$ cat src/rtl/ffua_pkg.sv
// shared types and constants of the first-fit unit allocator
package ffua_pkg;

    // request codes
    localparam logic [1:0] ACT_ALLOC = 2'd0;
    localparam logic [1:0] ACT_FREE  = 2'd1;
    localparam logic [1:0] ACT_QUERY = 2'd2;
    localparam logic [1:0] ACT_NONE  = 2'd3;

    // result status codes
    localparam logic STAT_OK   = 1'b0;
    localparam logic STAT_FAIL = 1'b1;

    // saturation value of the 8-bit result counters
    localparam logic [7:0] CNT_MAX = 8'hFF;

    // reset value of the fragment limit register
    localparam logic [7:0] LIMIT_RESET = 8'd2;

    // apb byte address of the fragment limit register
    localparam logic [1:0] REG_LIMIT_ADDR = 2'd0;

    typedef struct packed {
        logic [1:0]  action;
        logic [15:0] process_id;
        logic [7:0]  units;
    } t_in;

    typedef struct packed {
        logic       status;
        logic [7:0] traversed;
        logic [7:0] fragments;
    } t_out;

    typedef enum logic [2:0] {
        ST_CLEAR,
        ST_IDLE,
        ST_SCAN,
        ST_MARK,
        ST_FINISH
    } t_state;

endpackage

$ cat src/rtl/first_fit_unit_allocator_top.sv
// first-fit contiguous unit allocator, top level
// request channel (i_in_valid / o_in_stall / i_in) takes one beat: allocate a
// contiguous run of units for an owner, free every unit of an owner, or count
// free runs no longer than the fragment limit; one result beat per request
// leaves in request order on (o_out_valid / i_out_stall / o_out)
// the apb port holds one register at byte address 0, the fragment limit
// one request at a time: o_in_stall is high from accept until the result is
// loaded into the output register; the next request can be taken in the cycle after
// a query or a free walks the table one unit per cycle through the single
// read port of the table memory
// an allocate stops after the first fitting run, then writes the owner into
// each unit of the run, one table write a cycle
// reset: a clearing pass marks every unit free; requests are stalled
// meanwhile, apb writes are taken as ever
// stall: the output register holds its beat while i_out_stall is high; the
// next request is accepted meanwhile and its result waits until the register
// is free
module first_fit_unit_allocator_top #(
    parameter int NUM_UNITS = 128,
    parameter int ID_BITS   = 16
) (
    input  logic          i_clk,
    input  logic          i_rst_n,
    // request channel
    input  logic          i_in_valid,
    output logic          o_in_stall,
    input  ffua_pkg::t_in i_in,
    // result channel
    output logic           o_out_valid,
    input  logic           i_out_stall,
    output ffua_pkg::t_out o_out,
    // configuration port
    input  logic        psel,
    input  logic        penable,
    input  logic        pwrite,
    input  logic [1:0]  paddr,
    input  logic [31:0] pwdata,
    output logic [31:0] prdata,
    output logic        pready
);

    localparam int AW = $clog2(NUM_UNITS);       // table address bits
    localparam int CW = $clog2(NUM_UNITS + 1);   // counts up to NUM_UNITS
    localparam int MW = (CW > 8) ? CW : 8;       // common compare width
    localparam int DW = ID_BITS + 1;             // table word: free bit + owner

    // table memory: bit ID_BITS is the free flag, low bits the owner
    logic [DW-1:0] r_mem [NUM_UNITS];
    logic [DW-1:0] r_rdata;

    ffua_pkg::t_state r_state, n_state;

    // request registers
    logic [1:0]         r_act;
    logic [ID_BITS-1:0] r_pid;
    logic [7:0]         r_need;

    // scan registers
    logic [CW-1:0] r_rd;          // next read address, stops at NUM_UNITS
    logic          r_dv;          // r_rdata holds the unit at r_pos
    logic [AW-1:0] r_pos;         // unit being examined, also clear address
    logic [CW-1:0] r_run_len;     // length of the current free run, 0 outside
    logic [AW-1:0] r_run_start;
    logic [7:0]    r_visits;
    logic [7:0]    r_count;
    logic          r_any;

    // mark registers
    logic [AW-1:0] r_mk;
    logic [7:0]    r_left;

    // result being built and the output register
    logic       r_status;
    logic [7:0] r_trav;
    logic [7:0] r_frag;
    logic       r_out_valid;
    ffua_pkg::t_out r_out;

    logic [7:0] r_limit;

    // memory port controls
    logic          mem_we;
    logic [AW-1:0] mem_waddr;
    logic [DW-1:0] mem_wdata;
    logic          mem_re;
    logic [AW-1:0] mem_raddr;

    // scan decode
    logic          accept;
    logic          proc;
    logic          unit_free;
    logic          own_match;
    logic          last;
    logic [CW-1:0] new_len;
    logic          fit;
    logic          alloc_hit;
    logic          free_hit;
    logic [7:0]    vis_inc;
    logic [7:0]    vis_next;
    logic [7:0]    cnt_inc;
    logic [7:0]    cnt_next;
    logic          run_counts;
    logic          load_out;

    assign accept    = i_in_valid && !o_in_stall;
    assign proc      = (r_state == ffua_pkg::ST_SCAN) && r_dv;
    assign unit_free = r_rdata[ID_BITS];
    assign own_match = (r_rdata[ID_BITS-1:0] == r_pid);
    assign last      = (r_pos == AW'(NUM_UNITS - 1));
    assign new_len   = r_run_len + CW'(1);
    assign fit       = (MW'(new_len) >= MW'(r_need));
    assign alloc_hit = proc && (r_act == ffua_pkg::ACT_ALLOC) && unit_free && fit;
    assign free_hit  = proc && (r_act == ffua_pkg::ACT_FREE) && !unit_free && own_match;
    assign load_out  = (r_state == ffua_pkg::ST_FINISH) && (!r_out_valid || !i_out_stall);

    // saturating node count: an occupied unit or the head of a free run
    assign vis_inc  = (r_visits == ffua_pkg::CNT_MAX) ? r_visits : r_visits + 8'd1;
    assign vis_next = (!unit_free || (r_run_len == '0)) ? vis_inc : r_visits;

    // a free run closes at an occupied unit, or at the table end while free
    always_comb begin
        run_counts = 1'b0;
        if (unit_free) begin
            run_counts = last && (MW'(new_len) <= MW'(r_limit));
        end else begin
            run_counts = (r_run_len != '0) && (MW'(r_run_len) <= MW'(r_limit));
        end
    end
    assign cnt_inc  = (r_count == ffua_pkg::CNT_MAX) ? r_count : r_count + 8'd1;
    assign cnt_next = run_counts ? cnt_inc : r_count;

    // next state
    always_comb begin
        n_state = r_state;
        unique case (r_state)
            ffua_pkg::ST_CLEAR: begin
                if (last) n_state = ffua_pkg::ST_IDLE;
            end
            ffua_pkg::ST_IDLE: begin
                if (i_in_valid) begin
                    n_state = (i_in.action == ffua_pkg::ACT_NONE) ?
                              ffua_pkg::ST_FINISH : ffua_pkg::ST_SCAN;
                end
            end
            ffua_pkg::ST_SCAN: begin
                if (alloc_hit) begin
                    n_state = (r_need == 8'd0) ? ffua_pkg::ST_FINISH : ffua_pkg::ST_MARK;
                end else if (proc && last) begin
                    n_state = ffua_pkg::ST_FINISH;
                end
            end
            ffua_pkg::ST_MARK: begin
                if (r_left == 8'd1) n_state = ffua_pkg::ST_FINISH;
            end
            ffua_pkg::ST_FINISH: begin
                if (load_out) n_state = ffua_pkg::ST_IDLE;
            end
            default: n_state = ffua_pkg::ST_CLEAR;
        endcase
    end

    // state outputs: memory port and request stall
    always_comb begin
        mem_we     = 1'b0;
        mem_waddr  = r_pos;
        mem_wdata  = {1'b1, {ID_BITS{1'b0}}};
        mem_re     = 1'b0;
        mem_raddr  = r_rd[AW-1:0];
        o_in_stall = 1'b1;
        unique case (r_state)
            ffua_pkg::ST_CLEAR: begin
                mem_we = 1'b1;
            end
            ffua_pkg::ST_IDLE: begin
                o_in_stall = 1'b0;
            end
            ffua_pkg::ST_SCAN: begin
                mem_re = (r_rd < CW'(NUM_UNITS));
                mem_we = free_hit;
            end
            ffua_pkg::ST_MARK: begin
                mem_we    = 1'b1;
                mem_waddr = r_mk;
                mem_wdata = {1'b0, r_pid};
            end
            ffua_pkg::ST_FINISH: begin
            end
            default: begin
            end
        endcase
    end

    // table memory, one write and one registered read a cycle
    always_ff @(posedge i_clk) begin
        if (mem_we) r_mem[mem_waddr] <= mem_wdata;
        if (mem_re) r_rdata <= r_mem[mem_raddr];
    end

    always_ff @(posedge i_clk) begin
        if (!i_rst_n) begin
            r_state <= ffua_pkg::ST_CLEAR;
        end else begin
            r_state <= n_state;
        end
    end

    // request capture and scan datapath
    always_ff @(posedge i_clk) begin
        if (!i_rst_n) begin
            r_pos <= '0;
            r_dv  <= 1'b0;
            r_rd  <= '0;
        end else begin
            if (r_state == ffua_pkg::ST_CLEAR) begin
                r_pos <= r_pos + AW'(1);
            end
            if (accept) begin
                r_act     <= i_in.action;
                r_pid     <= ID_BITS'(i_in.process_id);
                r_need    <= i_in.units;
                r_rd      <= '0;
                r_dv      <= 1'b0;
                r_pos     <= '0;
                r_run_len <= '0;
                r_visits  <= '0;
                r_count   <= '0;
                r_any     <= 1'b0;
                r_status  <= ffua_pkg::STAT_FAIL;
                r_trav    <= '0;
                r_frag    <= '0;
            end
            if (r_state == ffua_pkg::ST_SCAN) begin
                r_dv <= mem_re;
                if (mem_re) r_rd <= r_rd + CW'(1);
            end
            if (proc) begin
                r_pos <= r_pos + AW'(1);
                unique case (r_act)
                    ffua_pkg::ACT_ALLOC: begin
                        r_visits <= vis_next;
                        if (unit_free) begin
                            if (r_run_len == '0) r_run_start <= r_pos;
                            r_run_len <= new_len;
                        end else begin
                            r_run_len <= '0;
                        end
                        if (alloc_hit) begin
                            r_status <= ffua_pkg::STAT_OK;
                            r_trav   <= vis_next;
                            r_mk     <= (r_run_len == '0) ? r_pos : r_run_start;
                            r_left   <= r_need;
                        end
                    end
                    ffua_pkg::ACT_FREE: begin
                        if (free_hit) r_any <= 1'b1;
                        if (last) begin
                            r_status <= (r_any || free_hit) ?
                                        ffua_pkg::STAT_OK : ffua_pkg::STAT_FAIL;
                        end
                    end
                    ffua_pkg::ACT_QUERY: begin
                        r_count   <= cnt_next;
                        r_run_len <= unit_free ? new_len : '0;
                        if (last) begin
                            r_status <= ffua_pkg::STAT_OK;
                            r_frag   <= cnt_next;
                        end
                    end
                    default: begin
                    end
                endcase
            end
            if (r_state == ffua_pkg::ST_MARK) begin
                r_mk   <= r_mk + AW'(1);
                r_left <= r_left - 8'd1;
            end
        end
    end

    // output register: holds its beat while the receiver stalls
    always_ff @(posedge i_clk) begin
        if (!i_rst_n) begin
            r_out_valid <= 1'b0;
        end else if (load_out) begin
            r_out_valid <= 1'b1;
        end else if (!i_out_stall) begin
            r_out_valid <= 1'b0;
        end
    end

    always_ff @(posedge i_clk) begin
        if (load_out) begin
            r_out.status    <= r_status;
            r_out.traversed <= r_trav;
            r_out.fragments <= r_frag;
        end
    end

    assign o_out_valid = r_out_valid;
    assign o_out       = r_out;

    // fragment limit register, the only register of the apb port
    always_ff @(posedge i_clk) begin
        if (!i_rst_n) begin
            r_limit <= ffua_pkg::LIMIT_RESET;
        end else if (psel && penable && pwrite) begin
            r_limit <= pwdata[7:0];
        end
    end

    assign prdata = {24'd0, r_limit};
    assign pready = 1'b1;

endmodule

$ cat config.mk
export PLATFORM = sky130hd
export DESIGN_NAME = first_fit_unit_allocator_top
export DESIGN_NICKNAME = d
export VERILOG_FILES = /design/src/rtl/ffua_pkg.sv /design/src/rtl/first_fit_unit_allocator_top.sv
export SDC_FILE = /design/constraint.sdc
export NUM_CORES = 2
export LEC_CHECK = 0
export BUFFER_PORTS_ARGS = -buffer_cell sky130_fd_sc_hd__buf_4
export CAP_MARGIN = 20
export CORE_MARGIN = 5
export CORE_UTILIZATION = 55
export CTS_CLUSTER_DIAMETER = 150
export DETAILED_ROUTE_END_ITERATION = 10
export PLACE_DENSITY = 0.71
export SLEW_MARGIN = 15
export SYNTH_ARGS = -nofsm -noshare
export SYNTH_HDL_FRONTEND = slang
export SYNTH_SLANG_ARGS = --single-unit
$ cat constraint.sdc
create_clock -name i_clk -period 7.85 [get_ports i_clk]
set_clock_uncertainty 0.15 [all_clocks]
set_input_delay 0.3925 -clock i_clk [delete_from_list [all_inputs] [get_ports i_clk]]
set_output_delay 0.3925 -clock i_clk [all_outputs]
set_load 0.01 [all_outputs]
==> metrics.csv <==
stage,metric,value,unit
outcome,status,"finished, final reports clean",
route,via_per_inst,6.516,
worst_setup_path,cp_max_fo,83,
cts,post_cts_buffers,0,
grt,grt_pass1_vias,45524,
worst_setup_path,arrival,5.71,ns
synthesis,yosys.cell_types.count,64,
cts,clkSlewWorstSetupHoldPaths,0.06,ns
synthesis,ys_async_sr_fraction,0,
synthesis,yosysWarnings,0,
cts,clock_path_buffers,3,
grt,grt_overflow,0,
cts,holdBufCountCts,54,
synthesis,yosys.area.top_type,edfxtp_1,
cts,cts_root_buffer,clkbuf_16,
sta,min_period,5.415,ns
worst_setup_path,cp.required,8.14,ns
sta,fmax,184.7,MHz
worst_setup_path,end_kind,register,
worst_setup_path,path_common_cell,buf_4,
sta,drv_slew,0,
synthesis,syn_area_per_cell,20.63,sq um
cts,htree_levels,4,
route,avgRoutedWirePerCell,31.85,um
pwr,ir_drop,0.1929,mV
placed_design,place_inst,6604,
sta,max_slew.worst_pin.slew,1.199,ns
worst_setup_path,critPathTopFamily,simple AND/OR/NAND/NOR gates,
synthesis,synth.area.top_cells,"edfxtp_1 76%, mux4_2 13%, a22oi_1 1.1%, mux2i_1 1.0%, nor2_1 0.84%",
route,initialDrtViolationCount,6370,
die,num_rows,149,
route,first_pass_iters,7,
synthesis,synth_seq_cells,2328,
grt,grt_pass1_wl,325100,um
route,vias,46150,
sta,setup_viol,0,
sta,tns,0,ns
route,antenna_left,0,
finish,post_layout_nonfiller_instances,7083,
worst_setup_path,critPathKind,register to register,
finish,syn_to_final_growth,12.54,%
cts,clock_latency,0.88,ns
synthesis,ys_seq_area_frac,0.7646,
placed_design,dp_hpwl,133200,um
die,die-height,416.9,um
worst_setup_path,cp_slowest_cell,nor2_2,
synthesis,synth_top_area_frac,0.7584,
die,die_w,416.9,um
pwr,p_per_area,236.6,nW/um^2
cts,cts_tree,done,
sta,relSlewSlack,0.1961,
die,die_area,173800,sq um
synthesis,synth_most_common_cell,edfxtp_1,
worst_setup_path,start_kind,register,
synthesis,syn-cell-area,91060,sq um
synthesis,netlist_instances,4415,
die,initial_core_util,0.5526,
cts,numCtsBuffers,219,
synthesis,ys.flop_type,edfxtp_1,
synthesis,synth-edff-count,2300,
worst_setup_path,cpPeakStageDelay,1.08,ns
cts,cts_resized,0,
finish,fin_nets,4799,
route,wl,225600,um
flow_run,maxCapViolCount,0,
worst_setup_path,cp_cell_sequence,nor2b_1 > buf_4 > and2_1 > buf_4 > inv_4 > buf_4 > nand3b_1 > nand2_1 > nand3_2 > nor2_2,
grt,grt_use_total,0.2597,
sta,fin_crit_sh,0.6898,
cts,cts.sinks,2328,
placed_design,portBuffers,67,
grt,grt_max_degree,127,
placed_design,gp_congestion,0.9007,
pwr,leakagePower,27.09,nW
finish,drive_gt1_frac,0.2441,
sta,hold_viol,0,
grt,antenna_found_initial,7,
worst_hold_path,hold_class,input port to register,
worst_setup_path,path_buf_inv,4,
die,io_pins,119,
route,route.detailed.drc,0,
synthesis,synth_common_cells,"2300 x edfxtp_1, 531 x mux4_2, 204 x nor2_1, 147 x nand2_1, 128 x a22oi_1",
sta,grt_setup_unrepaired,no,
die,core_area,164800,sq um
-- cells in the final DEF (no fill, tap or decap), types with 16 or more instances in the layout --
cell type / synthesis / routed
o22ai_1: 23 / 23
mux4_2: 531 / 531
a221oi_1: 28 / 28
a22o_1: 19 / 19
dlygate4sd3_1: 0 / 54
a21oi_1: 101 / 101
dfxtp_1: 28 / 22
clkbuf_1: 100 / 45
and3_1: 35 / 19
nand3_1: 67 / 65
xnor2_1: 30 / 30
nor3_1: 29 / 28
buf_4: 62 / 226
clkinv_1: 0 / 51
a31oi_1: 16 / 16
xor2_1: 22 / 22
nor2_1: 204 / 159
nand2_1: 147 / 147
o21ai_0: 64 / 63
edfxtp_1: 2300 / 2300
nor2_2: 0 / 42
and3_4: 0 / 16
bufinv_16: 0 / 19
nor2b_1: 21 / 20
a22oi_1: 128 / 128
clkinv_2: 0 / 52
inv_1: 28 / 27
mux2i_1: 95 / 95
nand2b_1: 18 / 16
nand4_1: 22 / 22
clkbuf_16: 0 / 219
conb_1: 2 / 25
ha_1: 33 / 33
-- logic make-up (layout without fill, tap and decap cells) --
group | Yosys count | count (layout) | share of synthesized area
buffers and inverters | 290 | 743 | 0.01671
and+or+nand+nor | 605 | 605 | 0.03113
xor gates and xnor gates | 52 | 52 | 0.005001
other | 2 | 28 | 0.00008247
AOI/OAI and AO/OA | 468 | 468 | 0.03482
adders and majority gates | 33 | 33 | 0.004534
muxes | 637 | 637 | 0.1431
DFF | 2328 | 2328 | 0.7646
-- sequential cells by signal, summed over array words and instances (netlist names) --
name and flops:
r_rdata 17, o_out 17, r_trav 8, r_dv 1, o_out_valid 1, r_mk 7, r_limit 8, r_need 8
r_left 8, r_any 1, r_state 3, r_count 8, r_run_start 7, r_frag 8, r_rd 8, r_status 1
r_act 2, r_pid 16, r_pos 7, r_mem 2176, r_visits 8, r_run_len 8
-- power breakdown --
part	switching [mW]	internal [mW]	total (mW)
Combinational	0.186	0.0968	0.283
Clock	4.62	5.81	10.4
Sequential	0.0262	13.5	13.5
-- metal layers --
layer  vias to the layer above  GRT usage  routed length, um
met3                       415    0.06418              24690
met4                         6    0.09929               9196
li1                      18908          -                  -
met2                      2614     0.3969             106100
met5                         -   0.004446                 35
met1                     24207     0.3679              85630
-- per-stage QoR --
| step | hold WS, ns | setup WS (ns) | cell area [sq um] | total power, mW | utilization |
|---|---|---|---|---|---|
| 2_1_floorplan | 0.2708 | 2.223 | 91150 | 13.92 | - |
| 3_3_place_gp | 0.2850 | 2.666 | 94620 | 14.04 | 0.5741 |
| 3_5_place_dp | 0.2874 | 2.536 | 94690 | 14.05 | 0.5745 |
| 4_1_cts | 0.04503 | 2.521 | 102300 | 24.36 | 0.6210 |
| 5_1_grt | 0.08270 | 2.319 | 102500 | 24.95 | 0.6218 |
| 6_report | 0.1138 | 2.435 | 102500 | 24.25 | 0.6219 |
-- final cells by class --
cell class,count,area [sq um]
Timing Repair Buffer,302,2614
Fill cell,11150,62320
Inverter,28,107.6
Antenna cell,3,7.507
Tap cell,2189,2739
Clock inverter,148,1454
Multi-Input combinational cell,1820,20260
Sequential cell,2328,69640
Clock buffer,265,5663
-- worst paths after layout --
check                   from            to  slack, ns  depth (start not counted)
setup reg to reg  r_state[0]  r_mem[67][3]       2.43                         10
hold / removal      i_in[16]      r_pid[8]       0.11                          2
hold reg to reg    r_frag[1]      o_out[1]       0.30                          0
setup / recovery  r_state[0]  r_mem[67][3]       2.43                         10
No activity file was read; power rests on OpenSTA's default activity.
